<file path="src/rtl/core/rc4_pkg.sv">
`default_nettype none
// ----------------------------------------------------------------------------
// RC4 package
// Shared widths, opcodes and status codes for the RC4 byte cipher.
// ----------------------------------------------------------------------------
package rc4_pkg;

  // Permutation table: fixed at 256 byte entries.
  localparam int TBL_SIZE = 256;
  localparam int TBL_AW   = 8;
  localparam logic [TBL_AW-1:0] TBL_LAST = TBL_AW'(TBL_SIZE - 1);

  localparam int BYTE_W = 8;

  // Default key store depth.
  localparam int DEF_MAX_KEY_BYTES = 256;

  typedef enum logic [1:0] {
    OP_LOAD_KEY = 2'd0,
    OP_SCHEDULE = 2'd1,
    OP_CRYPT    = 2'd2
  } rc4_op_t;

  localparam logic ST_OK      = 1'b0;
  localparam logic ST_BAD_KEY = 1'b1;

endpackage
`default_nettype wire

</file>
<file path="src/rtl/core/rc4_ram.sv">
`default_nettype none
// ----------------------------------------------------------------------------
// RC4 RAM
// Simple dual-port synchronous RAM, one write and one registered read port.
// A read of the address being written returns the old data.
// ----------------------------------------------------------------------------
module rc4_ram #(
  parameter int DATA_W = 8,
  parameter int DEPTH  = 256,
  parameter int ADDR_W = (DEPTH > 1) ? $clog2(DEPTH) : 1
) (
  input  logic              clk,
  input  logic              we,
  input  logic [ADDR_W-1:0] waddr,
  input  logic [DATA_W-1:0] wdata,
  input  logic [ADDR_W-1:0] raddr,
  output logic [DATA_W-1:0] rdata
);

  logic [DATA_W-1:0] mem [DEPTH];

  always_ff @(posedge clk) begin
    if (we) begin
      mem[waddr] <= wdata;
    end
    rdata <= mem[raddr];
  end

endmodule
`default_nettype wire

</file>
<file path="src/rtl/core/rc4_stream_cipher.sv">
`default_nettype none
// ----------------------------------------------------------------------------
// RC4 stream cipher
// Byte-wide RC4: key loading, key schedule and keystream XOR on one
// permutation RAM driven by a read-modify-write sequencer.
// ----------------------------------------------------------------------------
// Each input transaction carries an opcode and a byte and gives exactly one
// result transaction. Opcode 0 appends a key byte (status 1 once the key
// store already holds MAX_KEY_BYTES), opcode 1 runs the key schedule over the
// stored key and empties it (status 1 on an empty key), opcode 2 XORs the
// byte with the next keystream byte; opcode 3 does nothing. data_out is zero
// except for opcode 2. After reset the permutation RAM is filled with the
// identity while in_ready stays low. Key byte loads, failed requests and
// opcode 3 complete in the idle state that accepts them. A data byte runs in
// steps set by the single read and single write port of the permutation RAM:
// read S[i], read S[j], write S[i] while reading the keystream entry, write
// S[j]. The key schedule fills the same RAM with the identity, then runs 256
// swap steps through S_K_RD, S_K_RDJ, S_K_WR_A, S_K_WR_B. Only one transaction
// is in flight. A finished result goes straight into the output register when
// that is free or drains in the same cycle, and the block returns to idle;
// otherwise it is parked in a one-entry holding register and in_ready stays
// low until out_ready frees the output register.
// ----------------------------------------------------------------------------
module rc4_stream_cipher #(
  parameter int MAX_KEY_BYTES = rc4_pkg::DEF_MAX_KEY_BYTES
) (
  input  logic                       clk,
  input  logic                       rst_n,
  input  logic                       in_valid,
  output logic                       in_ready,
  input  logic [1:0]                 in_opcode,
  input  logic [rc4_pkg::BYTE_W-1:0] in_data_in,
  output logic                       out_valid,
  input  logic                       out_ready,
  output logic [rc4_pkg::BYTE_W-1:0] out_data_out,
  output logic                       out_status
);

  import rc4_pkg::*;

  localparam int KEY_AW = (MAX_KEY_BYTES > 1) ? $clog2(MAX_KEY_BYTES) : 1;
  localparam int KEY_LW = $clog2(MAX_KEY_BYTES + 1);
  localparam logic [KEY_LW-1:0] KEY_MAX = KEY_LW'(MAX_KEY_BYTES);

  typedef enum logic [3:0] {
    S_FILL_RST,  // identity fill after reset
    S_IDLE,
    S_FILL_KS,   // identity fill at start of key schedule
    S_K_RD,      // issue read of S[n] and key byte
    S_K_RDJ,     // compute j, issue read of S[j]
    S_K_WR_A,    // S[n] <= S[j]
    S_K_WR_B,    // S[j] <= S[n]
    S_P_RDJ,     // got S[i], compute j, issue read of S[j]
    S_P_WR_I,    // S[i] <= S[j], issue keystream read
    S_P_WR_J,    // S[j] <= S[i], form result
    S_RESP       // result parked until the output register frees
  } state_t;

  state_t              state_r, state_nxt;
  logic [TBL_AW-1:0]   cnt_r, cnt_nxt;       // fill address / schedule step
  logic [KEY_AW-1:0]   kpos_r, kpos_nxt;
  logic [KEY_LW-1:0]   key_len_r, key_len_nxt;
  logic [TBL_AW-1:0]   idx_i_r, idx_i_nxt;
  logic [TBL_AW-1:0]   idx_j_r, idx_j_nxt;
  logic [BYTE_W-1:0]   sa_r, sa_nxt;         // S[n] or S[i] before the swap
  logic [BYTE_W-1:0]   sj_r, sj_nxt;         // S[j] before the swap
  logic [TBL_AW-1:0]   t_r, t_nxt;           // keystream index
  logic [BYTE_W-1:0]   data_r, data_nxt;
  logic [BYTE_W-1:0]   res_dout_r, res_dout_nxt;
  logic                res_st_r, res_st_nxt;
  logic                out_valid_r, out_valid_nxt;
  logic [BYTE_W-1:0]   out_dout_r, out_dout_nxt;
  logic                out_st_r, out_st_nxt;

  // RAM ports
  logic                perm_we;
  logic [TBL_AW-1:0]   perm_waddr;
  logic [BYTE_W-1:0]   perm_wdata;
  logic [TBL_AW-1:0]   perm_raddr;
  logic [BYTE_W-1:0]   perm_rdata;
  logic                key_we;
  logic [KEY_AW-1:0]   key_waddr;
  logic [KEY_AW-1:0]   key_raddr;
  logic [BYTE_W-1:0]   key_rdata;

  // Finish request and helpers
  logic                fin;
  logic [BYTE_W-1:0]   fin_dout;
  logic                fin_st;
  logic                out_free;
  logic [KEY_LW-1:0]   kpos_inc;
  logic [BYTE_W-1:0]   ks_byte;

  rc4_ram #(
    .DATA_W (BYTE_W),
    .DEPTH  (TBL_SIZE),
    .ADDR_W (TBL_AW)
  ) u_perm_ram (
    .clk   (clk),
    .we    (perm_we),
    .waddr (perm_waddr),
    .wdata (perm_wdata),
    .raddr (perm_raddr),
    .rdata (perm_rdata)
  );

  rc4_ram #(
    .DATA_W (BYTE_W),
    .DEPTH  (MAX_KEY_BYTES),
    .ADDR_W (KEY_AW)
  ) u_key_ram (
    .clk   (clk),
    .we    (key_we),
    .waddr (key_waddr),
    .wdata (in_data_in),
    .raddr (key_raddr),
    .rdata (key_rdata)
  );

  assign in_ready     = (state_r == S_IDLE);
  assign out_valid    = out_valid_r;
  assign out_data_out = out_dout_r;
  assign out_status   = out_st_r;

  assign out_free = !out_valid_r || out_ready;
  assign kpos_inc = KEY_LW'(kpos_r) + KEY_LW'(1);

  // Keystream entry was read while S[i] was being written: forward the
  // swapped values when the index hits either swapped slot.
  always_comb begin
    if (t_r == idx_j_r) begin
      ks_byte = sa_r;
    end else if (t_r == idx_i_r) begin
      ks_byte = sj_r;
    end else begin
      ks_byte = perm_rdata;
    end
  end

  always_comb begin
    state_nxt     = state_r;
    cnt_nxt       = cnt_r;
    kpos_nxt      = kpos_r;
    key_len_nxt   = key_len_r;
    idx_i_nxt     = idx_i_r;
    idx_j_nxt     = idx_j_r;
    sa_nxt        = sa_r;
    sj_nxt        = sj_r;
    t_nxt         = t_r;
    data_nxt      = data_r;
    res_dout_nxt  = res_dout_r;
    res_st_nxt    = res_st_r;
    out_valid_nxt = out_valid_r && !out_ready;
    out_dout_nxt  = out_dout_r;
    out_st_nxt    = out_st_r;

    fin        = 1'b0;
    fin_dout   = '0;
    fin_st     = ST_OK;
    perm_we    = 1'b0;
    perm_waddr = cnt_r;
    perm_wdata = cnt_r;
    perm_raddr = cnt_r;
    key_we     = 1'b0;
    key_waddr  = key_len_r[KEY_AW-1:0];
    key_raddr  = kpos_r;

    unique case (state_r) inside
      S_FILL_RST, S_FILL_KS: begin
        perm_we = 1'b1;
        cnt_nxt = cnt_r + TBL_AW'(1);
        if (cnt_r == TBL_LAST) begin
          state_nxt = (state_r == S_FILL_RST) ? S_IDLE : S_K_RD;
        end
      end

      S_IDLE: begin
        if (in_valid) begin
          case (in_opcode)
            OP_LOAD_KEY: begin
              fin = 1'b1;
              if (key_len_r < KEY_MAX) begin
                key_we      = 1'b1;
                key_len_nxt = key_len_r + KEY_LW'(1);
              end else begin
                fin_st = ST_BAD_KEY;
              end
            end
            OP_SCHEDULE: begin
              if (key_len_r == '0) begin
                fin    = 1'b1;
                fin_st = ST_BAD_KEY;
              end else begin
                cnt_nxt   = '0;
                kpos_nxt  = '0;
                idx_j_nxt = '0;
                state_nxt = S_FILL_KS;
              end
            end
            OP_CRYPT: begin
              perm_raddr = idx_i_r + TBL_AW'(1);
              idx_i_nxt  = idx_i_r + TBL_AW'(1);
              data_nxt   = in_data_in;
              state_nxt  = S_P_RDJ;
            end
            default: begin
              fin = 1'b1;
            end
          endcase
        end
      end

      S_K_RD: begin
        state_nxt = S_K_RDJ;
      end

      S_K_RDJ: begin
        perm_raddr = idx_j_r + key_rdata + perm_rdata;
        idx_j_nxt  = idx_j_r + key_rdata + perm_rdata;
        sa_nxt     = perm_rdata;
        state_nxt  = S_K_WR_A;
      end

      S_K_WR_A: begin
        perm_we    = 1'b1;
        perm_wdata = perm_rdata;
        state_nxt  = S_K_WR_B;
      end

      S_K_WR_B: begin
        perm_we    = 1'b1;
        perm_waddr = idx_j_r;
        perm_wdata = sa_r;
        cnt_nxt    = cnt_r + TBL_AW'(1);
        kpos_nxt   = (kpos_inc >= key_len_r) ? '0 : kpos_inc[KEY_AW-1:0];
        if (cnt_r == TBL_LAST) begin
          idx_i_nxt   = '0;
          idx_j_nxt   = '0;
          key_len_nxt = '0;
          fin         = 1'b1;
        end else begin
          state_nxt = S_K_RD;
        end
      end

      S_P_RDJ: begin
        perm_raddr = idx_j_r + perm_rdata;
        idx_j_nxt  = idx_j_r + perm_rdata;
        sa_nxt     = perm_rdata;
        state_nxt  = S_P_WR_I;
      end

      S_P_WR_I: begin
        perm_we    = 1'b1;
        perm_waddr = idx_i_r;
        perm_wdata = perm_rdata;
        perm_raddr = sa_r + perm_rdata;
        t_nxt      = sa_r + perm_rdata;
        sj_nxt     = perm_rdata;
        state_nxt  = S_P_WR_J;
      end

      S_P_WR_J: begin
        perm_we    = 1'b1;
        perm_waddr = idx_j_r;
        perm_wdata = sa_r;
        fin        = 1'b1;
        fin_dout   = data_r ^ ks_byte;
      end

      S_RESP: begin
        if (out_free) begin
          out_valid_nxt = 1'b1;
          out_dout_nxt  = res_dout_r;
          out_st_nxt    = res_st_r;
          state_nxt     = S_IDLE;
        end
      end

      default: begin
        state_nxt = S_IDLE;
      end
    endcase

    // Deliver the result now if the output register is free, else park it.
    if (fin) begin
      if (out_free) begin
        out_valid_nxt = 1'b1;
        out_dout_nxt  = fin_dout;
        out_st_nxt    = fin_st;
        state_nxt     = S_IDLE;
      end else begin
        res_dout_nxt = fin_dout;
        res_st_nxt   = fin_st;
        state_nxt    = S_RESP;
      end
    end
  end

  always_ff @(posedge clk) begin
    if (!rst_n) begin
      state_r     <= S_FILL_RST;
      cnt_r       <= '0;
      kpos_r      <= '0;
      key_len_r   <= '0;
      idx_i_r     <= '0;
      idx_j_r     <= '0;
      sa_r        <= '0;
      sj_r        <= '0;
      t_r         <= '0;
      data_r      <= '0;
      res_dout_r  <= '0;
      res_st_r    <= ST_OK;
      out_valid_r <= 1'b0;
      out_dout_r  <= '0;
      out_st_r    <= ST_OK;
    end else begin
      state_r     <= state_nxt;
      cnt_r       <= cnt_nxt;
      kpos_r      <= kpos_nxt;
      key_len_r   <= key_len_nxt;
      idx_i_r     <= idx_i_nxt;
      idx_j_r     <= idx_j_nxt;
      sa_r        <= sa_nxt;
      sj_r        <= sj_nxt;
      t_r         <= t_nxt;
      data_r      <= data_nxt;
      res_dout_r  <= res_dout_nxt;
      res_st_r    <= res_st_nxt;
      out_valid_r <= out_valid_nxt;
      out_dout_r  <= out_dout_nxt;
      out_st_r    <= out_st_nxt;
    end
  end

`ifndef SYNTHESIS
  // Last swap of the schedule leaves both indices and the key store cleared.
  a_ks_clears: assert property (@(posedge clk) disable iff (!rst_n)
    (state_r == S_K_WR_B && cnt_r == TBL_LAST) |=>
      (key_len_r == '0 && idx_i_r == '0 && idx_j_r == '0))
    else $error("key schedule did not clear indices or key length");

  // An accepted key byte with room left grows the key by exactly one.
  a_key_append: assert property (@(posedge clk) disable iff (!rst_n)
    (in_valid && in_ready && in_opcode == OP_LOAD_KEY && key_len_r < KEY_MAX) |=>
      (key_len_r == $past(key_len_r) + KEY_LW'(1)))
    else $error("key byte not appended");

  // A result only appears from a state that completes a transaction.
  a_out_source: assert property (@(posedge clk) disable iff (!rst_n)
    $rose(out_valid_r) |->
      $past(state_r == S_IDLE || state_r == S_K_WR_B ||
            state_r == S_P_WR_J || state_r == S_RESP))
    else $error("result raised outside a completing state");
`endif

endmodule
`default_nettype wire
</file>
<file path="config.mk">
export PLATFORM = sky130hd
export DESIGN_NAME = rc4_stream_cipher
export DESIGN_NICKNAME = d
export VERILOG_FILES = /design/src/rtl/core/rc4_pkg.sv /design/src/rtl/core/rc4_ram.sv /design/src/rtl/core/rc4_stream_cipher.sv
export SDC_FILE = /design/constraint.sdc
export NUM_CORES = 2
export LEC_CHECK = 0
export BUFFER_PORTS_ARGS = -buffer_cell sky130_fd_sc_hd__buf_2
export CAP_MARGIN = 10
export CORE_ASPECT_RATIO = 2
export CORE_MARGIN = 3
export CORE_UTILIZATION = 40
export CTS_BUF_LIST = sky130_fd_sc_hd__clkbuf_4 sky130_fd_sc_hd__clkbuf_8 sky130_fd_sc_hd__clkbuf_16
export CTS_CLUSTER_SIZE = 28
export DETAILED_ROUTE_END_ITERATION = 10
export SYNTH_ARGS = -nofsm -noshare
export SYNTH_HDL_FRONTEND = slang
export SYNTH_HIERARCHICAL = 1
export SYNTH_SLANG_ARGS = --single-unit
</file>
<file path="constraint.sdc">
create_clock -name clk -period 5.95 [get_ports clk]
set_input_delay 0.8925 -clock clk [delete_from_list [all_inputs] [get_ports clk]]
set_output_delay 0.8925 -clock clk [all_outputs]
set_load 0.1 [all_outputs]
</file>
# Word-level counts from Yosys, hierarchy flattened
# Memory sizes are Yosys's and may differ from the RTL's. A register that Yosys moved wholly into a read port is not among the register bits.
# Index checks and enable logic that the tools add are counted.
# word_totals
register_bits,96
input_bits,14
mem_bits_rw,4096
output_inout_bits,11
mem_count,2
# op_classes
order_cmp,2
eq_ne,29
add_sub_neg,8
mux,64
bitwise_logic,2
n_reduce_logical,24
# memory_table
name,words,word_bits,rd,rd_clocked_by_memory_dff,write_ports,line,source
u_key_ram.mem,256,8,1,1,1,rc4_ram.sv:20,logic [DATA_W-1:0] mem [DEPTH];
u_perm_ram.mem,256,8,1,1,1,rc4_ram.sv:20,
# op_table
cell,n
$mux W8,16
$pmux W8 S2,5
$pmux W8 S4,2
$pmux W4 S10,1
$mux W9,4
$add A8 B8 Y8,4
$mux W4,7
$mux W1,23
$pmux W9 S2,1
$add A8 B1 Y8 const B,2
$eq A4 B3 Y1 const B,4
$eq A8 B8 Y1,2
$eq A4 B4 Y1 const B,3
$reduce_and A4 Y1,3
$reduce_and A5 Y1,2
$add A8 B1 Y9 const B,1
$add A9 B1 Y9 const B,1
$ge A9 B9 Y1,1
$logic_not A9 Y1,1
$lt A9 B9 Y1 const B,1
$ne A3 B3 Y1 const B,3
$eq A4 B2 Y1 const B,2
$eq A8 B8 Y1 const B,1
$ne A2 B1 Y1 const B,4
other kinds (26),35

# Depth between registers and ports, before layout
# depth
ltp_word,7
ltp_mapped,19
mapped_depth_nobuf,17

# Cells and area by module
# Netlist, hierarchy kept.
# modules_own_cells
mod,n_inst,cells_per_inst,area_each_um2
rc4_ram,2,3733,79556.3
rc4_stream_cipher,1,766,6367.4

# Worst setup path before layout
# Ideal clock, no wire load.
# synth_timing
path_type,register to register
start,register state_r[2]
end,"memory u_perm_ram.mem[0][5], data pin"
t_required_ns,5.180
stages_incl_launch_ff,8
setup_ns,0.770
path_slack_ns,0.943
arrival_ns,4.237
path_buffers,2
path_cell_list,dfxtp_1 -> buf_4 -> nor2b_1 -> nand2_1 -> nand2_1 -> clkbuf_1 -> a222oi_1 -> inv_1
# synth_between
elab_chain_len,3
word_cells_on_any_way,7
# synth_rtl
element,line,source
from (decl),rc4_stream_cipher.sv:59,"state_t state_r, state_nxt;"
from (signal assigned),rc4_stream_cipher.sv:318,state_r <= state_nxt;
$eq A4 B3 Y1 (no line) or $eq A4 B4 Y1 (tied branches),-,
$reduce_or A2 Y1 (no line),-,
$pmux W8 S2 (*),rc4_stream_cipher.sv:168,unique case (state_r) inside
via perm_wdata[5],rc4_stream_cipher.sv:78,logic [BYTE_W-1:0] perm_wdata;
to (decl),rc4_ram.sv:20,
# The timed path passes the listed nets; every way through them passes the cells marked *.

# Final worst setup path
# layout_timing
start,register u_perm_ram.rdata[2] (read register of u_perm_ram.mem)
end,register u_perm_ram.rdata[4] (read register of u_perm_ram.mem)
# layout_between
elab_chain_len,2
word_cells_on_any_way,4
# layout_rtl
element,line,source
from (decl),rc4_ram.sv:17,output logic [DATA_W-1:0] rdata
"$add A8 B8 Y8, on equally long branches","rc4_stream_cipher.sv:257, rc4_stream_cipher.sv:218, rc4_stream_cipher.sv:247",
$pmux W8 S4 (*),rc4_stream_cipher.sv:168,
via perm_raddr[6],rc4_stream_cipher.sv:79,logic [TBL_AW-1:0] perm_raddr;
# Marked as above.
# A chain may end at the register's enable or synchronous reset.

==> results by group <==
Run status
  – Status: complete, no violations

Timing
  – Final Skew: approximately 0.081 ns
  – Final worst setup slack: ~0.15 ns
  – F_max: 172 MHz
  – Worst Max-Slew Pin Slew: roughly 1.2 ns
  – Final period utilization: 0.975
  – Final Hold Viols: 0
  – Tmin final: roughly 5.8 ns
  – Setup Total Neg Slack: 0 ns
  – Setup violations, final: 0
  – Slew HR: 0.167
  – Max-slew violations: 0
  – RSZ-0062 raised after global routing: no

Job
  – Max-cap viol count: 0

CTS
  – Root Buffer: clkbuf_16
  – Max Root-Sink Buffers: 4
  – CTS Buf Count: roughly 370
  – Worst-path clk slew: approximately 0.07 ns
  – CTS tree: yes
  – H-tree levels: 5
  – Sink Count: 4208
  – Worst skew pair latency: 0.95 ns

GRT
  – Largest net degree at the start of global routing: 170
  – First-pass GRT wire length: about 660000 um
  – Initial antenna violation count: 7
  – GRT Resource Usage Total: 0.218
  – Gr ovfl total: 0
  – Vias in the first global route: 88000

Drt
  – Vias per inst: between 5 and 6
  – Vias after detailed routing: around 83000
  – Post-Route WL: about 460000 um
  – Pre-antenna DRT Iters: 8
  – Antenna-violating nets left: 0
  – Initial DRC count: a little over 8000
  – Wire per inst: approximately 32 um
  – DRC: 0

Worst setup path
  – Worst path max stage delay: around 0.76 ns
  – Kind of start point of the critical path: flip-flop
  – R2R Setup Slk: between 0.15 and 0.2 ns
  – CP arrival: about 6.6 ns
  – R2R Path End: u_perm_ram/rdata[4]
  – Required @ worst endpoint: around 6.7 ns
  – CP Capture Type: flip-flop
  – Worst path slowest cell: nand3_1
  – Crit Path Class: flip-flop to flip-flop
  – Max FO, Critical Path: 12
  – Worst-path cell chain: fa_1, ha_1, a21o_1, a21o_1, a21oi_1, mux2i_1, o21ai_0, and3_1, nand3_1, nor2b_1, buf_4, nor2b_1, a21oi_1, nor3_2, buf_4, nor4_1
  – Worst R2R Start: u_perm_ram/rdata[2]
  – CP delay by family, top: simple AND/OR/NAND/NOR gates
  – Critical Path Stages: 16
  – Register-to-Register Path Depth: 16
  – Bufs and invs on worst path: 2

Yosys
  – Post-synthesis sequential area ratio: 0.757
  – Cell Area, Synth: 165000 um2
  – Net Count, Synth: around 8300
  – Yosys reg bits: between 4000 and 5000
  – Dominant cells by area after synthesis: edfxtp_1 (74%), mux4_2 (12%), mux2i_1 (1.7%), nor2_1 (1.4%), dfxtp_1 (1.4%)
  – Synth top cells by count: edfxtp_1 (4096), mux4_2 (908), nor2_1 (621)
  – Cell taking the most area after synthesis: edfxtp_1
  – Post-synth top area share: 0.743
  – Main flop type after synthesis: edfxtp_1
  – Count leader, synth: edfxtp_1
  – Synth async-reset ratio: 0
  – Gate Count Post-Synth: between 8000 and 9000
  – Syn avg cell area: just over 20 um2
  – Post-synth EDFFs: slightly above 4000
  – Yosys cell types: 87
  – Synth warn: 6

Floorplan
  – Die W: between 400 and 500 um
  – Std cell rows: roughly 330
  – Core ar.: 412000 um2
  – Starting density of the core: 0.402
  – Io pins: 25
  – DIE HEIGHT: ~920 um
  – Die area: around 420000 um2

Placed design
  – Pre-CTS setup slack: -0.131 ns
  – Placed insts: approximately 14000
  – Routability Congestion: 0.938
  – Cell Area, Placed: 174000 um2
  – # port buffers: 24
  – DP HPWL: between 300000 and 400000 um

Worst hold path
  – Hold Path Stages: 4
  – Tightest Hold Check Type: input pin to flip-flop
  – Hold endpoint: state_r[3]
  – Hold path startpoint: out_ready

Layout
  – Biggest regs: u_key_ram/mem (2048), u_perm_ram/mem (2048), key_len_r (9)
  – Final std cells w/o fill: roughly 14000
  – Cell area after layout: around 190000 um2
  – Nets: between 8000 and 9000
  – Synth-to-layout area growth: 12.4%
  – Fraction of layout cells with a size suffix above 1: 0.236

Power
  – Peak supply drop: between 0.0002 and 0.00025 V
  – Lkg Pwr: about 56 nW
  – Pwr per Cell Area: roughly 320 nW/um2
cell families (layout without fill, tap and decap cells):
family | after synthesis | count (layout) | share of synthesized area
DFF | 4208 | 4208 | 0.757
muxes | 1209 | 1209 | 0.142
and+or+nand+nor | 1195 | 1195 | 0.0331
AOI/OAI and AO/OA | 982 | 982 | 0.0417
buffers and inverters | 538 | 1202 | 0.0193
xor gates and xnor gates | 53 | 53 | 0.00281
adders and majority gates | 47 | 47 | 0.00401
other | 0 | 4 | 0
worst min-delay path, stage by stage:
cell and delay (ns):
buf_2 0.09, nor2b_1 0.08, o21ai_0 0.09, a31oi_1 0.08
cells in the final DEF (no fill, tap or decap), types with 16 or more instances in the layout:
cell type and count:
nor2_1 615, nand4_1 26, nand2_1 168, a221oi_1 34, clkbuf_4 64, nor2b_1 67
o22a_1 18, a211oi_1 33, mux4_2 908, o211ai_1 23, clkinv_1 70, nor4_2 19
nand3_1 81, buf_4 427, o22ai_1 57, mux2i_1 287, a222oi_1 16, a22oi_1 277
edfxtp_1 4096, buf_12 52, xor2_1 20, nor3_1 44, bufinv_16 40, nor4_1 39
a21oi_1 276, dfxtp_1 107, clkbuf_16 373, a22o_1 18, xnor2_1 33, nand2b_1 27
clkinv_2 63, buf_2 17, and2_1 19, and3_1 17, o221ai_1 93, ha_1 37
inv_1 29, o21ai_0 43
power breakdown:
| part | internal, mW | switching, mW |
|---|---|---|
| Combinational | 0.733 | 1.38 |
| Sequential | 32.4 | 0.0520 |
| Clock | 13.6 | 10.7 |
| Total | 46.8 | 12.1 |
metal layers:
metal,part of all wire,global-route usage
met1,0.31,0.215
met2,0.56,0.411
met3,0.048,0.0308
met4,0.086,0.155
met5,0.00018,0
worst max-delay path by stage:
stage / from / to / slack [ns]
after global placement: in_opcode[0] / u_perm_ram/rdata[1] / -0.54
final: u_perm_ram/rdata[2] / u_perm_ram/rdata[4] / 0.15
after global routing: u_perm_ram/rdata[2] / u_perm_ram/rdata[4] / 0.06
after CTS: u_perm_ram/rdata[2] / u_perm_ram/rdata[4] / 0.12
after floorplan: state_r[2] / u_perm_ram/mem[0][5] / 0.94
after detailed placement: u_perm_ram/rdata[2] / u_perm_ram/rdata[4] / -0.13
what timing repair did:
item,CTS,global route
endpoints found under the setup margin,1,1
setup buffers,0,0
resized for setup,1,1
hold buffers,0,0
through the flow:
stage / hold WS [ns] / utilization / total power, mW
2_1_floorplan: 0.434 / - / 34.3
3_3_place_gp: 0.443 / 0.422 / 35.2
3_5_place_dp: 0.449 / 0.422 / 35.2
4_1_cts: 0.256 / 0.452 / 59.4
5_1_grt: 0.393 / 0.452 / 60.6
6_report: 0.333 / 0.452 / 58.9
layout make-up:
type,instances,area [um2]
diodes,4,10.0
clock buffers,438,9830
inverters,40,210
fillers,34500,226000
flip-flops and latches,4208,125000
well taps,5360,6710
repair buffers,504,4440
multi-input cells,3486,37300
clock inverters,220,2300
Power figures use the tool's default switching activity.
